$ cat config.mk
export PLATFORM = sky130hd
export DESIGN_NAME = decimal_digit_run_length_encoder
export DESIGN_NICKNAME = d
export VERILOG_FILES = /design/src/rtl/ddrle_pkg.sv /design/src/rtl/decimal_digit_run_length_encoder.sv /design/src/rtl/ddrle_bcd_conv.sv /design/src/rtl/ddrle_run_enc.sv
export SDC_FILE = /design/constraint.sdc
export NUM_CORES = 1
export LEC_CHECK = 0
export BUFFER_PORTS_ARGS = -buffer_cell sky130_fd_sc_hd__buf_2
export CORE_MARGIN = 8
export CORE_UTILIZATION = 46
export CTS_CLUSTER_DIAMETER = 150
export DETAILED_ROUTE_END_ITERATION = 8
export PLACE_DENSITY = 0.67
export SLEW_MARGIN = 20
export SYNTH_ARGS = -nofsm -noshare
export SYNTH_HDL_FRONTEND = slang
export SYNTH_HIERARCHICAL = 1
export SYNTH_SLANG_ARGS = --single-unit
$ cat constraint.sdc
create_clock -name clock -period 4.52 [get_ports clock]
set_input_delay 0 -clock clock [delete_from_list [all_inputs] [get_ports clock]]
set_output_delay 0 -clock clock [all_outputs]
set_load 0.05 [all_outputs]
$ cat src/rtl/ddrle_pkg.sv
// Package for the decimal digit run-length encoder: payload structs, FSM state,
// internal control structs and fixed field widths. No dependencies.
package ddrle_pkg;

   localparam int VALUE_BITS = 31;
   localparam int DIGIT_BITS = 4;
   localparam int NUM_DIGITS = 10;
   localparam int BCD_BITS   = NUM_DIGITS * DIGIT_BITS;
   localparam int RUN_BITS   = 16;
   localparam int BIT_CNT_W  = 5;
   localparam int DIG_CNT_W  = 4;

   typedef struct packed {
      logic [VALUE_BITS-1:0] value;
      logic                  end_of_sequence;
   } req_type;

   typedef struct packed {
      logic [DIGIT_BITS-1:0] digit;
      logic [RUN_BITS-1:0]   run_length;
      logic                  final_run;
   } rsp_type;

   typedef enum logic [1:0] {
      ST_IDLE,
      ST_CONV,
      ST_SCAN,
      ST_FLUSH
   } state_type;

   // controls for the binary to BCD shifter
   typedef struct packed {
      logic load;
      logic step;
      logic shift;
   } conv_ctl_type;

   // controls for the run encoder
   typedef struct packed {
      logic                  digit_valid;
      logic                  flush;
      logic [DIGIT_BITS-1:0] digit;
   } enc_ctl_type;

endpackage

$ cat src/rtl/decimal_digit_run_length_encoder.sv
// Top level of the decimal digit run-length encoder: sequencer FSM around the
// BCD converter and run encoder. Uses ddrle_pkg, ddrle_bcd_conv, ddrle_run_enc.
//
//   channel | ports                            | direction | carries
//   --------+----------------------------------+-----------+--------------------------
//   request | req_valid, req_stall, req_data   | in        | value, end_of_sequence
//   result  | rsp_valid, rsp_stall, rsp_data   | out       | digit, run_length, final_run
//
// Sequence: a request is taken in ST_IDLE, then its 31 value bits are converted
//   in ST_CONV (one value bit a cycle through the shift-add-3 BCD register), its
//   10 BCD digits are scanned in ST_SCAN, and ST_FLUSH follows when end_of_sequence
//   is set; only then is the next request taken, in ST_IDLE.
// req_stall is high from acceptance until the request is fully processed.
// A stalled result holds the digit scan and the flush.
// Reset (synchronous) discards any open run and drops a pending result.
module decimal_digit_run_length_encoder #(
   parameter int COUNT_BITS = 16
) (
   input  logic               clock,
   input  logic               reset,
   input  logic               req_valid,
   output logic               req_stall,
   input  ddrle_pkg::req_type req_data,
   output logic               rsp_valid,
   input  logic               rsp_stall,
   output ddrle_pkg::rsp_type rsp_data
);
   import ddrle_pkg::*;

   state_type              state_ff, state_in;
   logic [BIT_CNT_W-1:0]   bit_cnt_ff, bit_cnt_in;
   logic [DIG_CNT_W-1:0]   dig_cnt_ff, dig_cnt_in;
   logic                   started_ff, started_in;   // leading zeros skipped
   logic                   eos_ff, eos_in;
   logic                   req_accept;
   logic                   enc_ready;
   logic                   last_bit, last_digit, emit_digit;
   logic [DIGIT_BITS-1:0]  top_digit;
   conv_ctl_type           conv_ctl;
   enc_ctl_type            enc_ctl;

   assign req_accept = req_valid && !req_stall;
   assign last_bit   = (bit_cnt_ff == BIT_CNT_W'(VALUE_BITS - 1));
   assign last_digit = (dig_cnt_ff == DIG_CNT_W'(NUM_DIGITS - 1));
   // a value of zero still gives its final digit 0
   assign emit_digit = started_ff || (top_digit != '0) || last_digit;

   // next state
   always_comb begin
      state_in = state_ff;
      unique case (state_ff)
         ST_IDLE: begin
            if (req_accept) state_in = ST_CONV;
         end
         ST_CONV: begin
            if (last_bit) state_in = ST_SCAN;
         end
         ST_SCAN: begin
            if (enc_ready && last_digit) state_in = eos_ff ? ST_FLUSH : ST_IDLE;
         end
         ST_FLUSH: begin
            if (enc_ready) state_in = ST_IDLE;
         end
         default: state_in = ST_IDLE;
      endcase
   end

   // outputs and counters; req_stall is low in idle, so valid alone accepts
   always_comb begin
      req_stall           = 1'b1;
      conv_ctl            = '0;
      enc_ctl             = '0;
      enc_ctl.digit       = top_digit;
      bit_cnt_in          = bit_cnt_ff;
      dig_cnt_in          = dig_cnt_ff;
      started_in          = started_ff;
      eos_in              = eos_ff;
      unique case (state_ff)
         ST_IDLE: begin
            req_stall     = 1'b0;
            conv_ctl.load = req_valid;
            bit_cnt_in    = '0;
            dig_cnt_in    = '0;
            started_in    = 1'b0;
            if (req_valid) eos_in = req_data.end_of_sequence;
         end
         ST_CONV: begin
            conv_ctl.step = 1'b1;
            bit_cnt_in    = bit_cnt_ff + BIT_CNT_W'(1);
         end
         ST_SCAN: begin
            if (enc_ready) begin
               conv_ctl.shift      = 1'b1;
               enc_ctl.digit_valid = emit_digit;
               started_in          = emit_digit;
               dig_cnt_in          = dig_cnt_ff + DIG_CNT_W'(1);
            end
         end
         ST_FLUSH: begin
            enc_ctl.flush = 1'b1;
         end
         default: begin
            req_stall = 1'b1;
         end
      endcase
   end

   always_ff @(posedge clock) begin
      if (reset) begin
         state_ff   <= ST_IDLE;
         bit_cnt_ff <= '0;
         dig_cnt_ff <= '0;
         started_ff <= 1'b0;
         eos_ff     <= 1'b0;
      end else begin
         state_ff   <= state_in;
         bit_cnt_ff <= bit_cnt_in;
         dig_cnt_ff <= dig_cnt_in;
         started_ff <= started_in;
         eos_ff     <= eos_in;
      end
   end

   ddrle_bcd_conv u_conv (
      .clock     (clock),
      .ctl       (conv_ctl),
      .value     (req_data.value),
      .top_digit (top_digit)
   );

   ddrle_run_enc #(
      .COUNT_BITS (COUNT_BITS)
   ) u_enc (
      .clock     (clock),
      .reset     (reset),
      .ctl       (enc_ctl),
      .enc_ready (enc_ready),
      .rsp_valid (rsp_valid),
      .rsp_stall (rsp_stall),
      .rsp_data  (rsp_data)
   );

endmodule

$ cat src/rtl/ddrle_bcd_conv.sv
// Bit-serial binary to BCD converter (shift and add 3), then a digit-serial
// shift out of the BCD word, most significant digit first. Uses ddrle_pkg.
module ddrle_bcd_conv (
   input  logic                                  clock,
   input  ddrle_pkg::conv_ctl_type               ctl,
   input  logic [ddrle_pkg::VALUE_BITS-1:0]      value,
   output logic [ddrle_pkg::DIGIT_BITS-1:0]      top_digit
);
   import ddrle_pkg::*;

   logic [BCD_BITS-1:0]   bcd_ff, bcd_in, adj;
   logic [VALUE_BITS-1:0] bin_ff, bin_in;

   // add 3 to every digit of 5 or more before the shift
   always_comb begin
      for (int i = 0; i < NUM_DIGITS; i++) begin
         if (bcd_ff[i*DIGIT_BITS +: DIGIT_BITS] >= DIGIT_BITS'(5)) begin
            adj[i*DIGIT_BITS +: DIGIT_BITS] = bcd_ff[i*DIGIT_BITS +: DIGIT_BITS]
                                              + DIGIT_BITS'(3);
         end else begin
            adj[i*DIGIT_BITS +: DIGIT_BITS] = bcd_ff[i*DIGIT_BITS +: DIGIT_BITS];
         end
      end
   end

   always_comb begin
      bcd_in = bcd_ff;
      bin_in = bin_ff;
      priority if (ctl.load) begin
         bcd_in = '0;
         bin_in = value;
      end else if (ctl.step) begin
         bcd_in = {adj[BCD_BITS-2:0], bin_ff[VALUE_BITS-1]};
         bin_in = {bin_ff[VALUE_BITS-2:0], 1'b0};
      end else if (ctl.shift) begin
         bcd_in = {bcd_ff[BCD_BITS-DIGIT_BITS-1:0], {DIGIT_BITS{1'b0}}};
      end
   end

   always_ff @(posedge clock) begin
      bcd_ff <= bcd_in;
      bin_ff <= bin_in;
   end

   assign top_digit = bcd_ff[BCD_BITS-1 -: DIGIT_BITS];

endmodule

$ cat src/rtl/ddrle_run_enc.sv
// Run encoder: open run state, saturating run counter and the response
// output register. Uses ddrle_pkg.
module ddrle_run_enc #(
   parameter int COUNT_BITS = 16
) (
   input  logic                   clock,
   input  logic                   reset,
   input  ddrle_pkg::enc_ctl_type ctl,
   output logic                   enc_ready,
   output logic                   rsp_valid,
   input  logic                   rsp_stall,
   output ddrle_pkg::rsp_type     rsp_data
);
   import ddrle_pkg::*;

   localparam int CntW   = (COUNT_BITS < RUN_BITS) ? COUNT_BITS : RUN_BITS;
   localparam int CntLim = (COUNT_BITS < RUN_BITS) ? (2**COUNT_BITS - 1)
                                                   : (2**RUN_BITS - 1);

   logic                  valid_ff, valid_in;
   rsp_type               data_ff, data_in;
   logic                  open_ff, open_in;
   logic [DIGIT_BITS-1:0] digit_ff, digit_in;
   logic [CntW-1:0]       count_ff, count_in;
   logic                  out_free;

   // output register can take a new result this cycle
   assign out_free = !valid_ff || !rsp_stall;

   always_comb begin
      valid_in = valid_ff;
      data_in  = data_ff;
      open_in  = open_ff;
      digit_in = digit_ff;
      count_in = count_ff;
      if (out_free) begin
         valid_in = 1'b0;
         priority if (ctl.flush) begin
            valid_in           = open_ff;
            data_in.digit      = digit_ff;
            data_in.run_length = RUN_BITS'(count_ff);
            data_in.final_run  = 1'b1;
            open_in            = 1'b0;
            digit_in           = '0;
            count_in           = '0;
         end else if (ctl.digit_valid) begin
            if (open_ff && ctl.digit == digit_ff) begin
               if (count_ff != CntW'(CntLim)) begin
                  count_in = count_ff + CntW'(1);
               end
            end else begin
               valid_in           = open_ff;
               data_in.digit      = digit_ff;
               data_in.run_length = RUN_BITS'(count_ff);
               data_in.final_run  = 1'b0;
               open_in            = 1'b1;
               digit_in           = ctl.digit;
               count_in           = CntW'(1);
            end
         end
      end
   end

   always_ff @(posedge clock) begin
      if (reset) begin
         valid_ff <= 1'b0;
         open_ff  <= 1'b0;
         digit_ff <= '0;
         count_ff <= '0;
      end else begin
         valid_ff <= valid_in;
         open_ff  <= open_in;
         digit_ff <= digit_in;
         count_ff <= count_in;
      end
      data_ff <= data_in;
   end

   assign enc_ready = out_free;
   assign rsp_valid = valid_ff;
   assign rsp_data  = data_ff;

endmodule

==> parameters.txt <==
Parameter                              Value

Critical path
  Startpoint kind of the worst setup timing path ... register
  Critical path endpoint category ... register
  Worst setup path category ... reg2reg
  Worst reg-to-reg setup slack ... 1.65 ns
  Highest fanout seen on the critical path ... 21
  Worst reg2reg path depth ... 6
  Required time at the worst-slack endpoint ... 4.54 ns
  Data arrival time at the worst-slack endpoint ... 2.89 ns

Timing
  Ratio of final minimum period to clock period ... 0.635
  Fin Setup TNS ... 0 ns
  Worst clock skew ... 0.00472 ns
  Final setup fails ... 0
  Slew headroom ... 0.352
  Highest clock frequency the design can meet ... 349 MHz
  Measured slew at the worst slew-check pin ... 0.970 ns
  Shortest period the worst path allows ... 2.87 ns
  Unrepaired setup endpoints after global routing ... no
  Pins Over Slew Limit ... 0
  Final number of hold-violating endpoints ... 0

Synthesis
  Top cells by area in the synthesized netlist ... sky130_fd_sc_hd__edfxtp_1 24%, sky130_fd_sc_hd__dfxtp_1 23%, sky130_fd_sc_hd__ha_1 4.8%
  Most used DFF post-synth ... sky130_fd_sc_hd__dfxtp_1
  Post-synthesis sequential area ratio ... 0.468
  Yosys top cell by area ... sky130_fd_sc_hd__edfxtp_1
  Number of warning messages in the yosys log ... 6
  Area fraction in and, or, nand and nor cells after synthesis ... 0.177
  Synth Area in Adders ... 0.0478
  Post-synth EDFFs ... 52
  Post-synthesis register bit count ... 127
  Proportion of register bits with asynchronous set or reset after synthesis ... 0
  Main combinational cell family by area after synthesis ... simple AND/OR/NAND/NOR gates
  Post-Syn Nets ... 692
  Post-Synthesis Cell Area ... 6540 sq um
  Area fraction in compound gates after synthesis ... 0.150
  Number of distinct library cells after synthesis ... 67
  Portion of netlist area occupied by mux cells ... 0.0926
  Instance count of the mapped netlist ... 631
  Fraction of post-synthesis cell area in the top cell type by area ... 0.239
  Xor/xnor share of the synthesized area ... 0.00938
  Mean instance size in the synthesized netlist ... 10.4 sq um

Route
  Initial DRC count ... 413
  Via count of the routed design ... 5177
  Total iterations of the first detailed-routing run ... 5
  Residual DRC count ... 0
  Mean routed wirelength per cell ... 16.2 um
  Average via count per standard cell ... 5.76
  Post-detailed-route count of antenna-violating nets ... 0
  Detailed Route WL ... 14500 um

Cells and area
  Count of antenna diodes in the layout ... 0
  Final-stage net count ... 767
  Leading cell type in the layout, fill and taps excluded ... sky130_fd_sc_hd__dfxtp_1
  Ratio of cells with drive above 1 in the final layout ... 0.188
  Number of non-filler instances in the completed layout ... 899
  Area added between synthesis and finish ... 19.3%
  Leading cell types in the layout, fill and taps excluded ... 75 x sky130_fd_sc_hd__dfxtp_1, 58 x sky130_fd_sc_hd__buf_2, 53 x sky130_fd_sc_hd__a21oi_1, 52 x sky130_fd_sc_hd__edfxtp_1

Die
  Total Die Area ... 18300 sq um
  Overall die height ... 135 um
  Cell Rows ... 43
  Ports ... 59
  Starting density of the core ... 0.471
  Core box area ... 13900 sq um
  Horizontal extent of the die ... 135 um

Placed design
  Final estimated routing congestion in global placement ... 0.800
  Number of buffer cells added on primary ports ... 58
  Placed instance count ... 835
  Post-detail-place hpwl ... 9310 um

Power and ir drop
  Power density over the cells ... 392 nW/um^2
  IR Drop Worst-Case VDD ... 258 uV
  Lkg Pwr ... 0.00268 uW

Worst hold path
  Number of cells traversed by the worst hold path ... 2
  Hold Path Class ... in2reg

Global route
  Combined global-route utilization of all metal layers ... 0.165
  Maximum number of pins on one net before global-route repair ... 89
  Initial antenna violation count ... 0
  Remaining Overflow, GRT ... 0
  Wire length of the first global-routing pass ... 24600 um
  Via count of the first global-routing pass ... 5160

Clock tree
  Clock transition at the registers of the reported paths ... 0.06 ns
  Num CTS Buffers ... 17
  CTS root buf ... sky130_fd_sc_hd__clkbuf_16
  TritonCTS clock tree ... yes
  Clock tree buffer depth ... 2
  H-tree lvl count ... 4
  Clock latency on the worst-skew pair ... 0.43 ns
  CTS Sinks ... 127

Run
  Number of violations of the max-capacitance limit ... 0

Outcome
  Run status ... finished, final reports clean
[cell type report]
class | instances | area, sq um
fill | 1172 | 6080
multi-input combinational | 430 | 3130
sequential | 127 | 3060
timing repair buffer | 93 | 633
clock buffer | 17 | 425
tap | 180 | 225
clock inverter | 15 | 186
inverter | 37 | 139
[where the power goes]
| group | switching [uW] | total [uW] | internal (uW) | leakage (uW) |
|---|---|---|---|---|
| clock network | 536 | 1410 | 873 | 0.000295 |
| logic | 175 | 323 | 147 | 0.00129 |
| registers | 52.0 | 1320 | 1270 | 0.00110 |
[critical path: stages, from the launching register on]
cell and delay (ns):
sky130_fd_sc_hd__dfxtp_1 0.36, sky130_fd_sc_hd__or4_1 0.51, sky130_fd_sc_hd__nor3_1 0.20, sky130_fd_sc_hd__nor2_1 0.11
sky130_fd_sc_hd__o21a_1 0.23, sky130_fd_sc_hd__o21ai_1 0.44, sky130_fd_sc_hd__inv_1 0.61
[cells in the mapped netlist, types with 6 or more instances]
cell type	instances
sky130_fd_sc_hd__dfxtp_1	75
sky130_fd_sc_hd__a21oi_1	53
sky130_fd_sc_hd__edfxtp_1	52
sky130_fd_sc_hd__inv_1	34
sky130_fd_sc_hd__nand2_1	34
sky130_fd_sc_hd__nor2_1	34
sky130_fd_sc_hd__ha_1	25
sky130_fd_sc_hd__nand4b_1	21
sky130_fd_sc_hd__mux2_2	20
sky130_fd_sc_hd__mux2i_1	20
sky130_fd_sc_hd__a211oi_1	19
sky130_fd_sc_hd__nand3_1	19
sky130_fd_sc_hd__nand2b_1	18
sky130_fd_sc_hd__buf_2	16
sky130_fd_sc_hd__mux2_1	16
sky130_fd_sc_hd__nor3b_1	16
sky130_fd_sc_hd__o21ai_1	14
sky130_fd_sc_hd__o221ai_1	13
sky130_fd_sc_hd__buf_4	11
sky130_fd_sc_hd__o21ai_0	11
sky130_fd_sc_hd__a32oi_1	9
sky130_fd_sc_hd__nor3_1	9
sky130_fd_sc_hd__clkbuf_1	7
sky130_fd_sc_hd__o311ai_1	6
[final timing paths]
| check | end | start |
|---|---|---|
| hold / removal | bit_cnt_ff[0] | reset |
| setup / recovery | u_enc/rsp_data[17] | u_conv/bcd_ff[37] |
| setup reg to reg | u_enc/rsp_data[17] | u_conv/bcd_ff[37] |
| hold reg to reg | u_enc/rsp_data[13] | u_enc/count_ff[12] |
[sequential cells by signal, summed over array words and instances (netlist names), 2 cells and up]
name            count
bit_cnt_ff          5
state_ff            2
u_enc/rsp_data     21
u_conv/bin_ff      31
u_enc/count_ff     16
dig_cnt_ff          4
u_enc/digit_ff      4
u_conv/bcd_ff      40
[stage by stage]
| step | hold slack [ns] | power [uW] | setup WS (ns) | area, sq um | utilization |
|---|---|---|---|---|---|
| final | 0.0295 | 3050 | 1.65 | 7800 | 0.562 |
| after global placement | 0.251 | 1630 | 1.75 | 6870 | 0.495 |
| after floorplan | 0.0774 | 1570 | 2.18 | 6540 | - |
| after global routing | 0.0502 | 3180 | 1.42 | 7800 | 0.562 |
| after detailed placement | 0.259 | 1640 | 1.64 | 6870 | 0.495 |
| after CTS | 0.0303 | 3080 | 1.63 | 7800 | 0.562 |
[cell families after synthesis]
| group | Yosys count |
|---|---|
| and+or+nand+nor | 192 |
| xor gates and xnor gates | 7 |
| muxes | 56 |
| DFF | 127 |
| AOI/OAI and AO/OA | 150 |
| adders and majority gates | 25 |
| buffers and inverters | 74 |
[repair_timing]
item,in CTS,in global routing
hold buffers,32,0
setup endpoints to repair,0,0
hold endpoints to repair,32,0
buffers inserted,0,0
resized for setup,0,0
[layer usage]
metal,vias up,track usage,part of all wire
met4,0,0.0716,0.019
met3,29,0.0460,0.046
li1,2523,-,-
met5,-,0,0
met2,129,0.283,0.51
met1,2496,0.188,0.43
Note: power is estimated with default switching activity, not from simulation.
